--- src/rtl/core/mcog_pkg.sv ---
// Package for the midpoint circle offset generator.
// Field widths, request kinds and point-group codes; no dependencies.
`timescale 1ns / 1ps

package mcog_pkg;

  localparam int RADIUS_W   = 7;
  localparam int SLOT_W     = 9;
  localparam int OFFSET_W   = 8;
  localparam int TERM_W     = 9;
  localparam int IDX_W      = 3;
  localparam int MAX_RADIUS = 64;

  localparam int IN_DATA_W  = 8;
  localparam int OUT_DATA_W = 32;

  typedef enum logic {
    KIND_START   = 1'b0,
    KIND_ADVANCE = 1'b1
  } kind_t;

  // Which group of symmetric points the current octant point yields.
  typedef enum logic [1:0] {
    GRP_NONE = 2'd0,
    GRP_AXIS = 2'd1,
    GRP_DIAG = 2'd2,
    GRP_FULL = 2'd3
  } point_grp_t;

  localparam logic [IDX_W-1:0] LAST_IDX_QUAD = IDX_W'(3);
  localparam logic [IDX_W-1:0] LAST_IDX_OCT  = IDX_W'(7);

endpackage

--- src/rtl/core/midpoint_circle_offset_generator.sv ---
// Midpoint circle offset generator, top level.
// Depends on mcog_pkg for widths, request kinds and point-group codes.
`timescale 1ns / 1ps

// A start request loads the radius (0 reads as 1, values above 64 saturate)
// and yields the four axis points; each advance request runs one midpoint
// step and yields the four diagonal points or the eight symmetric points of
// the new octant point, each tagged with its slot in a ring of 8*R slots.
// Points leave one per cycle, unless out_tready holds them, from a single
// output register; an advance after the walk has finished yields nothing.
// The next request is taken in the same cycle as the last point of the
// current one is loaded into the output register. out_tlast marks the
// final point of a request, out_tuser is high on every point once the
// octant walk has finished.
module midpoint_circle_offset_generator
  import mcog_pkg::*;
(
  input  logic                  clk,
  input  logic                  rst_n,
  input  logic                  in_tvalid,
  output logic                  in_tready,
  input  logic [IN_DATA_W-1:0]  in_tdata,   // [6:0] radius, [7] zero
  input  logic                  in_tuser,   // [0] kind
  output logic                  out_tvalid,
  input  logic                  out_tready,
  output logic [OUT_DATA_W-1:0] out_tdata,  // [8:0] slot, [16:9] offset_x,
                                            // [24:17] offset_y, [31:25] zero
  output logic                  out_tlast,
  output logic                  out_tuser   // [0] complete
);

  // Walk state
  logic [RADIUS_W-1:0]      ring_radius_r, ring_radius_nxt;
  logic [RADIUS_W-1:0]      walk_x_r, walk_x_nxt;
  logic [RADIUS_W-1:0]      walk_y_r, walk_y_nxt;
  logic signed [TERM_W-1:0] term_r, term_nxt;
  logic                     walking_r, walking_nxt;

  // Point emission
  logic                     busy_r, busy_nxt;
  logic [IDX_W-1:0]         idx_r, idx_nxt;

  // Output register
  logic                     out_valid_r, out_valid_nxt;
  logic [SLOT_W-1:0]        out_slot_r;
  logic signed [OFFSET_W-1:0] out_x_r, out_y_r;
  logic                     out_last_r, out_done_r;

  logic                     out_load, emit, emit_last, in_fire, stepped;
  logic [RADIUS_W-1:0]      radius_sat;
  point_grp_t               grp;
  logic [IDX_W-1:0]         last_idx;

  logic [SLOT_W-1:0]        r1, r2, r3, r4, r5, r6, r7, dd;
  logic signed [OFFSET_W-1:0] px, py, nx, ny;
  logic [SLOT_W-1:0]        pt_slot;
  logic signed [OFFSET_W-1:0] pt_x, pt_y;

  // Handshake
  assign out_load  = !out_valid_r || out_tready;
  assign emit      = busy_r && out_load;
  assign emit_last = (idx_r == last_idx);
  assign in_tready = !busy_r || (out_load && emit_last);
  assign in_fire   = in_tvalid && in_tready;

  // Walk update
  always_comb begin
    radius_sat = in_tdata[RADIUS_W-1:0];
    if (radius_sat == '0) begin
      radius_sat = RADIUS_W'(1);
    end else if (radius_sat > RADIUS_W'(MAX_RADIUS)) begin
      radius_sat = RADIUS_W'(MAX_RADIUS);
    end

    ring_radius_nxt = ring_radius_r;
    walk_x_nxt      = walk_x_r;
    walk_y_nxt      = walk_y_r;
    term_nxt        = term_r;
    walking_nxt     = walking_r;
    stepped         = 1'b0;

    if (in_fire) begin
      if (kind_t'(in_tuser) == KIND_START) begin
        ring_radius_nxt = radius_sat;
        walk_x_nxt      = radius_sat;
        walk_y_nxt      = '0;
        term_nxt        = -$signed({2'b00, radius_sat});
        walking_nxt     = 1'b1;
        stepped         = 1'b1;
      end else if (walking_r) begin
        stepped = 1'b1;
        if (term_r < 0) begin
          term_nxt   = term_r + $signed({1'b0, walk_y_r, 1'b0}) + TERM_W'(2);
          walk_y_nxt = walk_y_r + RADIUS_W'(1);
        end else begin
          term_nxt   = term_r - $signed({1'b0, walk_x_r, 1'b0}) + TERM_W'(2);
          walk_x_nxt = walk_x_r - RADIUS_W'(1);
        end
      end
      if (stepped && (walk_x_nxt <= walk_y_nxt)) begin
        walking_nxt = 1'b0;
      end
    end
  end

  // Point group of the registered octant point
  always_comb begin
    if (walk_y_r == '0) begin
      grp = GRP_AXIS;
    end else if (walk_y_r == walk_x_r) begin
      grp = GRP_DIAG;
    end else if (walk_y_r < walk_x_r) begin
      grp = GRP_FULL;
    end else begin
      grp = GRP_NONE;
    end
    last_idx = (grp == GRP_FULL) ? LAST_IDX_OCT : LAST_IDX_QUAD;
  end

  // Point selection
  always_comb begin
    r1 = SLOT_W'(ring_radius_r);
    r2 = r1 << 1;
    r4 = r1 << 2;
    r3 = r2 + r1;
    r5 = r4 + r1;
    r6 = r4 + r2;
    r7 = r6 + r1;
    dd = SLOT_W'(walk_x_r - walk_y_r);
    px = $signed({1'b0, walk_x_r});
    py = $signed({1'b0, walk_y_r});
    nx = -px;
    ny = -py;

    pt_slot = '0;
    pt_x    = '0;
    pt_y    = '0;
    case (grp)
      GRP_AXIS: begin
        case (idx_r[1:0])
          2'd0:    begin pt_slot = '0; pt_x = px; pt_y = '0; end
          2'd1:    begin pt_slot = r2; pt_x = '0; pt_y = px; end
          2'd2:    begin pt_slot = r4; pt_x = nx; pt_y = '0; end
          default: begin pt_slot = r6; pt_x = '0; pt_y = nx; end
        endcase
      end
      GRP_DIAG: begin
        case (idx_r[1:0])
          2'd0:    begin pt_slot = r1; pt_x = py; pt_y = py; end
          2'd1:    begin pt_slot = r3; pt_x = ny; pt_y = py; end
          2'd2:    begin pt_slot = r5; pt_x = ny; pt_y = ny; end
          default: begin pt_slot = r7; pt_x = py; pt_y = ny; end
        endcase
      end
      GRP_FULL: begin
        case (idx_r)
          3'd0:    begin pt_slot = r1 - dd; pt_x = px; pt_y = py; end
          3'd1:    begin pt_slot = r1 + dd; pt_x = py; pt_y = px; end
          3'd2:    begin pt_slot = r3 - dd; pt_x = ny; pt_y = px; end
          3'd3:    begin pt_slot = r3 + dd; pt_x = nx; pt_y = py; end
          3'd4:    begin pt_slot = r5 - dd; pt_x = nx; pt_y = ny; end
          3'd5:    begin pt_slot = r5 + dd; pt_x = ny; pt_y = nx; end
          3'd6:    begin pt_slot = r7 - dd; pt_x = py; pt_y = nx; end
          default: begin pt_slot = r7 + dd; pt_x = px; pt_y = ny; end
        endcase
      end
      default: begin
        pt_slot = '0;
      end
    endcase
  end

  // Emission control: a new request takes priority over finishing the old one
  always_comb begin
    busy_nxt = busy_r;
    idx_nxt  = idx_r;
    if (in_fire) begin
      busy_nxt = stepped && (walk_x_nxt >= walk_y_nxt);
      idx_nxt  = '0;
    end else if (emit) begin
      busy_nxt = !emit_last;
      idx_nxt  = idx_r + IDX_W'(1);
    end

    if (emit) begin
      out_valid_nxt = 1'b1;
    end else if (out_tready) begin
      out_valid_nxt = 1'b0;
    end else begin
      out_valid_nxt = out_valid_r;
    end
  end

  always_ff @(posedge clk) begin
    if (!rst_n) begin
      ring_radius_r <= '0;
      walk_x_r      <= '0;
      walk_y_r      <= '0;
      term_r        <= '0;
      walking_r     <= 1'b0;
      busy_r        <= 1'b0;
      idx_r         <= '0;
      out_valid_r   <= 1'b0;
    end else begin
      ring_radius_r <= ring_radius_nxt;
      walk_x_r      <= walk_x_nxt;
      walk_y_r      <= walk_y_nxt;
      term_r        <= term_nxt;
      walking_r     <= walking_nxt;
      busy_r        <= busy_nxt;
      idx_r         <= idx_nxt;
      out_valid_r   <= out_valid_nxt;
    end
  end

  always_ff @(posedge clk) begin
    if (emit) begin
      out_slot_r <= pt_slot;
      out_x_r    <= pt_x;
      out_y_r    <= pt_y;
      out_last_r <= emit_last;
      out_done_r <= !walking_r;
    end
  end

  assign out_tvalid = out_valid_r;
  assign out_tdata  = {7'b0, out_y_r, out_x_r, out_slot_r};
  assign out_tlast  = out_last_r;
  assign out_tuser  = out_done_r;

`ifndef ASSERT_OFF
  a_ready_blocked: assert property (@(posedge clk) disable iff (!rst_n)
    (busy_r && !emit_last) |-> !in_tready)
    else $error("request taken while points of the previous one remain");

  a_octant_order: assert property (@(posedge clk) disable iff (!rst_n)
    walk_y_r <= walk_x_r)
    else $error("octant point crossed the diagonal");

  a_busy_has_points: assert property (@(posedge clk) disable iff (!rst_n)
    busy_r |-> (grp != GRP_NONE))
    else $error("emitting with no point group");

  a_idle_advance_silent: assert property (@(posedge clk) disable iff (!rst_n)
    (in_fire && in_tuser && !walking_r) |=> !busy_r)
    else $error("advance after completion produced points");

  a_last_ends_burst: assert property (@(posedge clk) disable iff (!rst_n)
    (emit && emit_last && !in_fire) |=> !busy_r)
    else $error("emission ran past the last point");
`endif

endmodule
--- config.mk ---
export PLATFORM = sky130hd
export DESIGN_NAME = midpoint_circle_offset_generator
export DESIGN_NICKNAME = d
export VERILOG_FILES = /design/src/rtl/core/mcog_pkg.sv /design/src/rtl/core/midpoint_circle_offset_generator.sv
export SDC_FILE = /design/constraint.sdc
export NUM_CORES = 1
export LEC_CHECK = 0
export BUFFER_PORTS_ARGS = -buffer_cell sky130_fd_sc_hd__buf_2
export CAP_MARGIN = 5
export CORE_MARGIN = 2
export CORE_UTILIZATION = 60
export DETAILED_ROUTE_END_ITERATION = 8
export HOLD_SLACK_MARGIN = 0.06
export PLACE_DENSITY = 0.79
export SYNTH_ARGS = -nofsm -noshare
export SYNTH_HDL_FRONTEND = slang
export SYNTH_SLANG_ARGS = --single-unit
--- constraint.sdc ---
create_clock -name clk -period 8.32 [get_ports clk]
set_input_delay 1.664 -clock clk [delete_from_list [all_inputs] [get_ports clk]]
set_output_delay 1.664 -clock clk [all_outputs]
set_load 0.005 [all_outputs]
==> flow_summary_export.csv, run 1 <==
group,metric,value,unit
clock_network,cts_made_buffers,9,
grt,grt_max_degree,45,
pwr,switchingPower,0.665,mW
grt,grt_pass1_wl,42.9,mm
clock_network,htree_levels,3,
synth,async_flop_share,0,%
detailed_routing,viasPerCell,6.75,
setup_path,startpoint_type,"flip-flop",
detailed_routing,wl,26.8,mm
setup_path,slowest_stage,"and2_1",
detailed_routing,antenna_left,0,
detailed_routing,wl_per_cell,20.1,um
synth,synth_top_area_cell,"ha_1",
setup_path,path_cells,"clkinv_1 -> ha_1 -> and3_1 -> and4_1 -> nor2_1 -> o21a_2 -> o211ai_4 -> and2_1 -> mux2_4 -> ha_1 -> nand2b_1 -> a21o_1 -> a21o_1 -> a21o_1 -> a21oi_1 -> nor2b_1 -> o21ai_0 -> a221oi_1",
timing,tns,0,ps
synth,netlist-cell-type-count,83,
final_layout,final_common_cell,"nor2_1",
timing,worst_pin_slew,927,ps
min_path,whs_endpoint,"term_r[1]$_SDFFE_PN0P_",
setup_path,r2r_start,"walk_y_r[4]$_SDFF_PN0_",
floorplan,core,14500,um2
placement,gp_routability_congestion,0.990,
pwr,combPwrFrac,54.0,%
floorplan,die_area,15700,um2
setup_path,ff2ff_path_depth,18,
final_layout,antenna_cells,0,
clock_network,clk_path_buf_depth,2,
pwr,pwr-share-seq,22.5,%
clock_network,cts-root-buf,"clkbuf_16",
setup_path,worstSetupEndpointType,"flip-flop",
synth,yosysTopAreaCellShare,14.6,%
pwr,leakage,3.90,nW
synth,synth_edf_count,27,
synth,yosys_warnings,0,
clock_network,cts_resized,0,
pwr,internal_power,0.941,mW
grt,antenna_found_initial,0,
final_layout,syn_to_final_growth,5.82,%
timing,finalHoldViolations,0,
detailed_routing,first_pass_iters,9,
synth,syn-cell-area,8830,um2
job,maxCapViolCount,0,
clock_network,clock_sinks,62,
grt,grt_usage,33.7,%
detailed_routing,drt_iter0_drc,1153,
placement,dp_cells,1321,
clock_network,cts_tree,"yes",
setup_path,crit_fanout,15,
timing,fmax,175,MHz
timing,setup_viol,0,
min_path,hp-start,"term_r[1]$_SDFFE_PN0P_",
final_layout,drive_gt1_share,8.15,%
clock_network,holdBufCountCts,0,
placement,portBuffers,40,
floorplan,rows,44,
final_layout,final_cells,1337,
final_layout,final_cell_mix,"nor2_1 (113), ha_1 (103), nand2_1 (101), a21oi_1 (93), xnor2_1 (76)",
setup_path,regToRegSetupSlack,2590,ps
setup_path,cp.arrival,5910,ps
min_path,hold_depth,2,
setup_path,cp.required,8500,ps
floorplan,pin_count,49,
grt,first_global_vias,8380,
pwr,clock_power_share,23.5,%
timing,relSlewSlack,38.0,%
pwr,p_sw_share,41.4,%
timing,maxSlewViolCount,0,
timing,rsz0062_at_grt,"false",
detailed_routing,drc,0,
detailed_routing,vias,9025,
clock_network,worstSkewPairLatency,350,ps
min_path,hold_class,"reg -> reg",
pwr,irDropWorstVdd,91.9,uV
timing,finClkSkew,8.95,ps
synth,synthCells,1148,
floorplan,die_w,125,um
clock_network,post_cts_buffers,0,
placement,preCtsSetupSlack,2770,ps
timing,setup_ws,2590,ps
synth,synth_seq_cells,62,
synth,synth.avg_cell_area,7.69,um2
setup_path,cp_common_cell,"a21o_1",
synth,ys_top_cells_by_area,"ha_1 (15%), edfxtp_1 (9.2%), dfxtp_1 (7.9%)",
setup_path,slowest_delay,730,ps
setup_path,crit_type,"reg -> reg",
floorplan,dieHeight,125,um
synth,ys_seq_area_share,17.1,%
pwr,power_density,172,nW/um2
setup_path,worstReg2RegEnd,"busy_r$_SDFFE_PN0P_",
final_layout,fin_nets,1274,
final_layout,final_util,64.5,%
timing,final.period_utilization,68.9,%
clock_network,cts.clk_slew.worst_paths,60,ps
timing,fin_crit,5730,ps
floorplan,start_util,61.0,%
outcome,status,"finished, final reports clean",
grt,grt_remaining_overflow,0,
synth,dominantRegCellSynth,"dfxtp_1",
placement,hpwlAfterDp,20.2,mm
-- flip-flops by register name, summed over array words and instances, names as in the netlist, named ones only --
register	cells
out_slot_r	9
walking_r	1
out_tuser	1
busy_r	1
idx_r	3
out_tlast	1
out_y_r	8
term_r	8
walk_x_r	6
out_x_r	8
ring_radius_r	7
walk_y_r	7
out_tvalid	1
-- metal layers --
| metal | wire [um] | track usage [%] | up-vias |
|---|---|---|---|
| met5 | 0 | 0 | - |
| met4 | 1050 | 13.2 | 0 |
| met3 | 3060 | 6.97 | 113 |
| met2 | 11700 | 52.7 | 561 |
| met1 | 11000 | 45.7 | 4177 |
| li1 | - | - | 4174 |
-- how the worst max path moves through the flow --
stage                                 from             endpoint  cells after the start  slack [ps]
floorplan                       out_tready  busy_r$_SDFFE_PN0P_                     17        3890
global placement    walk_y_r[4]$_SDFF_PN0_  busy_r$_SDFFE_PN0P_                     18        2880
detailed placement  walk_y_r[4]$_SDFF_PN0_  busy_r$_SDFFE_PN0P_                     18        2770
CTS                 walk_y_r[4]$_SDFF_PN0_  busy_r$_SDFFE_PN0P_                     18        2740
global route        walk_y_r[2]$_SDFF_PN0_  busy_r$_SDFFE_PN0P_                     18        2350
finish              walk_y_r[4]$_SDFF_PN0_  busy_r$_SDFFE_PN0P_                     18        2590
-- stage by stage --
stage / power, mW / hold slack (ps) / instance area (um2)
floorplan: 1.04 / 468 / 8850
global placement: 1.19 / 486 / 9050
detailed placement: 1.21 / 495 / 9050
CTS: 1.58 / 503 / 9350
global route: 1.70 / 536 / 9350
finish: 1.61 / 503 / 9350
-- power by group through the flow --
stage	Combinational [mW]	Clock, mW	Sequential, mW
detailed placement	0.839	0	0.367
finish	0.867	0.377	0.361
global placement	0.820	0	0.366
floorplan	0.677	0	0.360
global route	0.948	0.390	0.363
CTS	0.846	0.377	0.361
-- final cells by class --
class | instances | area (um2)
Multi-Input combinational cell | 967 | 6810
Fill cell | 1258 | 5130
Sequential cell | 62 | 1510
Clock buffer | 14 | 285
Timing Repair Buffer | 51 | 283
Tap cell | 184 | 230
Inverter | 57 | 214
Clock inverter | 2 | 12.5
-- synth_stat cells (7+ instances only) --
library cell,count
nor2_1,113
ha_1,103
nand2_1,101
a21oi_1,93
xnor2_1,76
o21ai_0,70
inv_1,47
clkbuf_1,43
dfxtp_1,35
nor3_1,28
edfxtp_1,27
nand3_1,27
a211oi_1,23
xor2_1,22
nor2b_1,20
nand2b_1,18
a21o_1,15
a221oi_1,15
a22oi_1,15
and2_1,15
o221ai_1,15
mux2i_1,14
o21a_1,13
or3_1,12
a31oi_1,10
fa_1,10
o22ai_1,10
buf_2,9
buf_4,8
clkinv_1,8
o21bai_1,8
and3_1,7
or2_2,7
-- critical path, delay by kind of cell (launching register included) --
family / cells / cell delay [ps]
AOI/OAI and AO/OA: 8 / 1540
adders and majority gates: 2 / 840
buffers and inverters: 1 / 380
DFF: 1 / 620
muxes: 1 / 360
and+or+nand+nor: 6 / 1800
-- cell families after synthesis --
| kind of cell | synth area share (%) |
|---|---|
| mux | 3.75 |
| xor+xnor | 10.3 |
| other cells | 0.0425 |
| fa+ha+maj | 16.9 |
| compound gates | 26.3 |
| simple gates | 19.5 |
| buf+inv | 6.04 |
| flops | 17.1 |
Power figures use the tool's default switching activity.
==> run 2, diff against run 1 <==
--- a/config.mk
+++ b/config.mk
@@ -8,7 +8,7 @@
 export BUFFER_PORTS_ARGS = -buffer_cell sky130_fd_sc_hd__buf_2
 export CAP_MARGIN = 5
 export CORE_MARGIN = 2
-export CORE_UTILIZATION = 60
+export CORE_UTILIZATION = 58
 export DETAILED_ROUTE_END_ITERATION = 8
 export HOLD_SLACK_MARGIN = 0.06
 export PLACE_DENSITY = 0.79
==> constraint.sdc (replaced) <==
create_clock -name clk -period 4.71 [get_ports clk]
set_input_delay 0.942 -clock clk [delete_from_list [all_inputs] [get_ports clk]]
set_output_delay 0.942 -clock clk [all_outputs]
set_load 0.005 [all_outputs]
==> flow_summary_export.csv, run 2 (same netlist as run 1, synthesis figures left out) <==
group,metric,value,unit
outcome,status,"finished, final reports clean",
clock_network,clock_sinks,62,
timing,final.period_utilization,95.4,%
setup_path,slowest_delay,460,ps
clock_network,cts_tree,"yes",
setup_path,slowest_stage,"ha_1",
grt,antenna_found_initial,0,
timing,relSlewSlack,45.4,%
final_layout,drive_gt1_share,12.4,%
detailed_routing,viasPerCell,6.49,
final_layout,final_common_cell,"nor2_1",
job,maxCapViolCount,0,
floorplan,core,15000,um2
min_path,hold_depth,2,
placement,hpwlAfterDp,21.0,mm
floorplan,dieHeight,127,um
timing,maxSlewViolCount,0,
pwr,pwr-share-seq,21.9,%
timing,fin_crit,4500,ps
clock_network,post_cts_buffers,0,
timing,rsz0062_at_grt,"false",
final_layout,fillCellCount,1306,
detailed_routing,vias,9045,
min_path,hold_class,"reg -> reg",
floorplan,start_util,58.7,%
final_layout,antenna_cells,0,
setup_path,cp_common_cell,"or3_1",
final_layout,final_cells,1394,
timing,finClkSkew,7.85,ps
final_layout,final_util,64.8,%
clock_network,cts-root-buf,"clkbuf_16",
detailed_routing,antenna_left,0,
setup_path,crit_fanout,8,
placement,dp_cells,1378,
setup_path,critPathBufInv,1,
detailed_routing,wl,27.3,mm
pwr,irDropWorstVdd,170,uV
clock_network,clk_path_buf_depth,2,
pwr,fin_total_pwr,2.86,mW
pwr,combPwrFrac,56.2,%
setup_path,critical_path.top_delay_family,"compound AO/OA/AOI/OAI gates",
clock_network,htree_levels,3,
grt,first_global_vias,8374,
grt,grt_usage,33.8,%
clock_network,worstSkewPairLatency,350,ps
setup_path,cp.arrival,4570,ps
grt,grt_remaining_overflow,0,
floorplan,pin_count,49,
setup_path,worstSetupEndpointType,"flip-flop",
clock_network,cts_made_buffers,9,
setup_path,path_cells,"clkinv_1 -> ha_1 -> and2_2 -> o2111a_1 -> a211o_1 -> or3_1 -> nand2_1 -> xor2_1 -> ha_1 -> or3_1 -> o211a_1 -> or3_1 -> a221oi_1 -> a211oi_1 -> a211oi_1 -> o21ai_1",
timing,worst_pin_slew,818,ps
pwr,p_sw_share,41.7,%
placement,gp_routability_congestion,1.02,
detailed_routing,first_pass_iters,8,
timing,finalHoldViolations,0,
final_layout,largest_reg_flops,9,
pwr,internal_power,1.67,mW
floorplan,rows,45,
setup_path,ff2ff_path_depth,16,
pwr,power_density,294,nW/um2
final_layout,syn_to_final_growth,10.3,%
detailed_routing,drc,0,
setup_path,crit_type,"reg -> reg",
pwr,clock_power_share,21.9,%
clock_network,cts.clk_slew.worst_paths,50,ps
detailed_routing,wl_per_cell,19.6,um
floorplan,die_area,16200,um2
timing,tns,0,ps
timing,setup_viol,0,
setup_path,startpoint_type,"flip-flop",
pwr,switchingPower,1.19,mW
setup_path,critical_path_depth,16,
pwr,leakage,4.16,nW
setup_path,cp.required,4780,ps
grt,grt_pass1_wl,43.4,mm
grt,grt_max_degree,43,
timing,fmax,222,MHz
final_layout,final_cell_mix,"nor2_1 (113), ha_1 (103), nand2_1 (101), a21oi_1 (93), xnor2_1 (76)",
floorplan,die_w,127,um
final_layout,fin_nets,1327,
placement,portBuffers,40,
final_layout,top_register,"out_slot_r",
detailed_routing,drt_iter0_drc,1126,
[run 2: final timing paths]
check	startpoint	endpoint	slack (ps)
worst max-delay path	walk_y_r[2]$_SDFF_PN0_	out_slot_r[8]$_SDFFCE_PN0P_	210
worst min-delay path	ring_radius_r[5]$_SDFFE_PN0P_	ring_radius_r[5]$_SDFFE_PN0P_	500
worst max register to register	walk_y_r[2]$_SDFF_PN0_	out_slot_r[8]$_SDFFCE_PN0P_	210
worst min register to register	ring_radius_r[5]$_SDFFE_PN0P_	ring_radius_r[5]$_SDFFE_PN0P_	500
[run 2: routing by layer]
| metal | part of all wire [%] | global-route usage [%] | vias to the layer above | wire [um] |
|---|---|---|---|---|
| met4 | 3.1 | 12.7 | 0 | 842 |
| met5 | 0 | 0 | - | 0 |
| met1 | 43 | 46.3 | 4142 | 11700 |
| met3 | 12 | 8.67 | 84 | 3170 |
| li1 | - | - | 4278 | - |
| met2 | 43 | 51.3 | 541 | 11700 |
[run 2: tightest hold or removal path, delay by kind of cell, from the launching register on]
family           cells  cell delay [ps]
flip-flops           1              330
AND/OR/NAND/NOR      1               60
AO/OA/AOI/OAI        1               50
[run 2: power by group through the flow]
stage	clock, mW	sequential [mW]	combinational, mW
6_report	0.628	0.627	1.61
5_1_grt	0.657	0.631	1.77
4_1_cts	0.640	0.627	1.56
3_5_place_dp	0	0.638	1.55
3_3_place_gp	0	0.636	1.53
2_1_floorplan	0	0.636	1.20
[run 2: cell type report]
cell class,count,area (um2),area share [%]
multi-input cells,967,6810,69.9
flip-flops and latches,62,1510,15.5
repair buffers,104,681,6.99
clock buffers,11,253,2.60
well taps,188,235,2.42
inverters,57,214,2.20
clock inverters,5,32.5,0.334
[run 2: timing repair]
item | 4_1_cts | 5_1_grt
hold buffers | 0 | 0
endpoints found under the setup margin | 0 | 2
gates resized for setup | 0 | 2
[run 2: metrics by stage]
step / hold slack (ps) / cell area (um2) / worst slack [ps]
floorplan: 468 / 8850 / 367
global placement: 491 / 9450 / 307
detailed placement: 499 / 9450 / 250
CTS: 506 / 9740 / 244
global route: 519 / 9740 / 3.50
finish: 500 / 9740 / 215
==> run 3, diff against run 2 <==
--- a/config.mk
+++ b/config.mk
@@ -8,10 +8,9 @@
 export BUFFER_PORTS_ARGS = -buffer_cell sky130_fd_sc_hd__buf_2
 export CAP_MARGIN = 5
 export CORE_MARGIN = 2
-export CORE_UTILIZATION = 58
+export CORE_UTILIZATION = 35
 export DETAILED_ROUTE_END_ITERATION = 8
 export HOLD_SLACK_MARGIN = 0.06
-export PLACE_DENSITY = 0.79
 export SYNTH_ARGS = -nofsm -noshare
 export SYNTH_HDL_FRONTEND = slang
 export SYNTH_SLANG_ARGS = --single-unit
==> flow_summary_export.csv, run 3 (same netlist as run 1, synthesis figures left out) <==
group,metric,value,unit
pwr,irDropWorstVdd,148,uV
timing,final.period_utilization,94.5,%
clock_network,cts-root-buf,"clkbuf_16",
detailed_routing,vias,8842,
grt,grt_pass1_wl,45.5,mm
setup_path,path_cells,"inv_1 -> ha_1 -> fa_1 -> nand2b_1 -> a21oi_1 -> o31a_1 -> o211ai_1 -> o211ai_4 -> and2_1 -> mux2_4 -> ha_1 -> nand2b_1 -> a21o_1 -> a21o_1 -> a21o_1 -> a21oi_1 -> nor2b_1 -> o21ai_0 -> a221oi_1",
timing,finalHoldViolations,0,
clock_network,post_cts_buffers,0,
placement,gp_routability_congestion,0.949,
floorplan,core,25000,um2
timing,worst_pin_slew,863,ps
placement,hpwlAfterDp,22.5,mm
final_layout,stdcell_area,9890,um2
setup_path,cp.required,4890,ps
final_layout,top_register,"out_slot_r",
detailed_routing,first_pass_iters,7,
final_layout,final_cell_mix,"nor2_1 (113), ha_1 (103), nand2_1 (101), a21oi_1 (93), xnor2_1 (76)",
setup_path,slowest_delay,460,ps
pwr,power_density,292,nW/um2
floorplan,pin_count,49,
detailed_routing,viasPerCell,5.77,
setup_path,crit_fanout,5,
detailed_routing,drc,0,
clock_network,htree_levels,3,
placement,placed_area,9610,um2
setup_path,worstSetupEndpointType,"flip-flop",
setup_path,crit_type,"reg -> reg",
clock_network,worstSkewPairLatency,360,ps
clock_network,cts.clk_slew.worst_paths,50,ps
detailed_routing,routed-wl-met3,2.24,mm
final_layout,fin_nets,1324,
pwr,fin_total_pwr,2.89,mW
clock_network,clk_path_buf_depth,2,
timing,fin_crit,4450,ps
clock_network,clock_sinks,62,
min_path,hold_class,"reg -> reg",
outcome,status,"finished, final reports clean",
setup_path,critical_path.top_delay_family,"compound AO/OA/AOI/OAI gates",
floorplan,die_w,163,um
detailed_routing,antenna_left,0,
floorplan,die_area,26500,um2
floorplan,dieHeight,163,um
clock_network,cts_made_buffers,9,
floorplan,rows,58,
grt,grt_usage,22.0,%
setup_path,critPathBufInv,1,
timing,fmax,225,MHz
pwr,leakage,4.15,nW
final_layout,final_cells,1533,
detailed_routing,wl_per_cell,18.8,um
detailed_routing,drt_iter0_drc,883,
grt,grt_max_degree,39,
setup_path,slowest_stage,"fa_1",
timing,maxSlewViolCount,0,
grt,antenna_found_initial,0,
placement,dp_cells,1517,
detailed_routing,top_layer,"met4",
final_layout,syn_to_final_growth,12.0,%
timing,setup_viol,0,
timing,relSlewSlack,42.5,%
final_layout,final_common_cell,"nor2_1",
setup_path,startpoint_type,"flip-flop",
grt,grt_remaining_overflow,0,
timing,worst_hold_slack,504,ps
timing,tns,0,ps
setup_path,cp.arrival,4640,ps
final_layout,antenna_cells,0,
timing,finClkSkew,12.0,ps
clock_network,holdBufCountCts,0,
grt,first_global_vias,8203,
placement,portBuffers,40,
detailed_routing,wl_met2,12.5,mm
setup_path,cp_common_cell,"a21o_1",
detailed_routing,wl,28.9,mm
job,maxCapViolCount,0,
detailed_routing,wl_met1,13.2,mm
clock_network,cts_tree,"yes",
final_layout,drive_gt1_share,12.2,%
final_layout,largest_reg_flops,9,
floorplan,start_util,35.4,%
timing,rsz0062_at_grt,"false",
-- run 3: changes by cell type in the layout (fill, tap and decap cells not counted), sizes merged --
cell	delta
inv	+1
clkbuf	-1
buf	-3
-- run 3: metrics by stage --
stage / worst slack, ps / utilization [%]
final: 259 / 39.6
after detailed placement: 207 / 38.5
after global placement: 259 / 38.5
after CTS: 188 / 39.6
after global routing: 4.32 / 39.6
after floorplan: 367 / -
-- run 3: final timing paths --
path         cells past startpoint  slack (ps)                     end                   start
min reg2reg                      2         500  term_r[1]$_SDFFE_PN0P_  term_r[1]$_SDFFE_PN0P_
max                             19         260     busy_r$_SDFFE_PN0P_  walk_x_r[0]$_SDFF_PN0_
min                              2         500  term_r[1]$_SDFFE_PN0P_  term_r[1]$_SDFFE_PN0P_
max reg2reg                     19         260     busy_r$_SDFFE_PN0P_  walk_x_r[0]$_SDFF_PN0_
-- run 3: worst min-delay path, stage by stage, from the launching register on --
cell and delay [ps]:
dfxtp_1 310, nor2_1 100, a211oi_1 50
-- run 3: report_power, final --
group / leakage [nW] / switching, mW / internal, mW
combinational: 3.47 / 0.925 / 0.698
clock: 0.139 / 0.266 / 0.367
sequential: 0.541 / 0.0279 / 0.602
total: 4.15 / 1.22 / 1.67
-- run 3: repair_timing --
item	4_1_cts	5_1_grt
gates resized for setup	0	1
hold endpoints to repair	0	0
endpoints found under the setup margin	0	1
-- run 3: per-layer routing --
| metal | vias to the layer above | GRT usage [%] |
|---|---|---|
| li1 | 4282 | - |
| met1 | 4090 | 30.8 |
| met2 | 404 | 33.8 |
| met3 | 66 | 3.44 |
| met4 | 0 | 8.33 |
| met5 | - | 0 |
-- run 3: final cells by class --
class	count	area, um2
Clock buffer	10	239
Fill cell	2551	15100
Clock inverter	6	35.0
Tap cell	330	413
Timing Repair Buffer	101	658
Sequential cell	62	1510
Inverter	57	214
Multi-Input combinational cell	967	6820
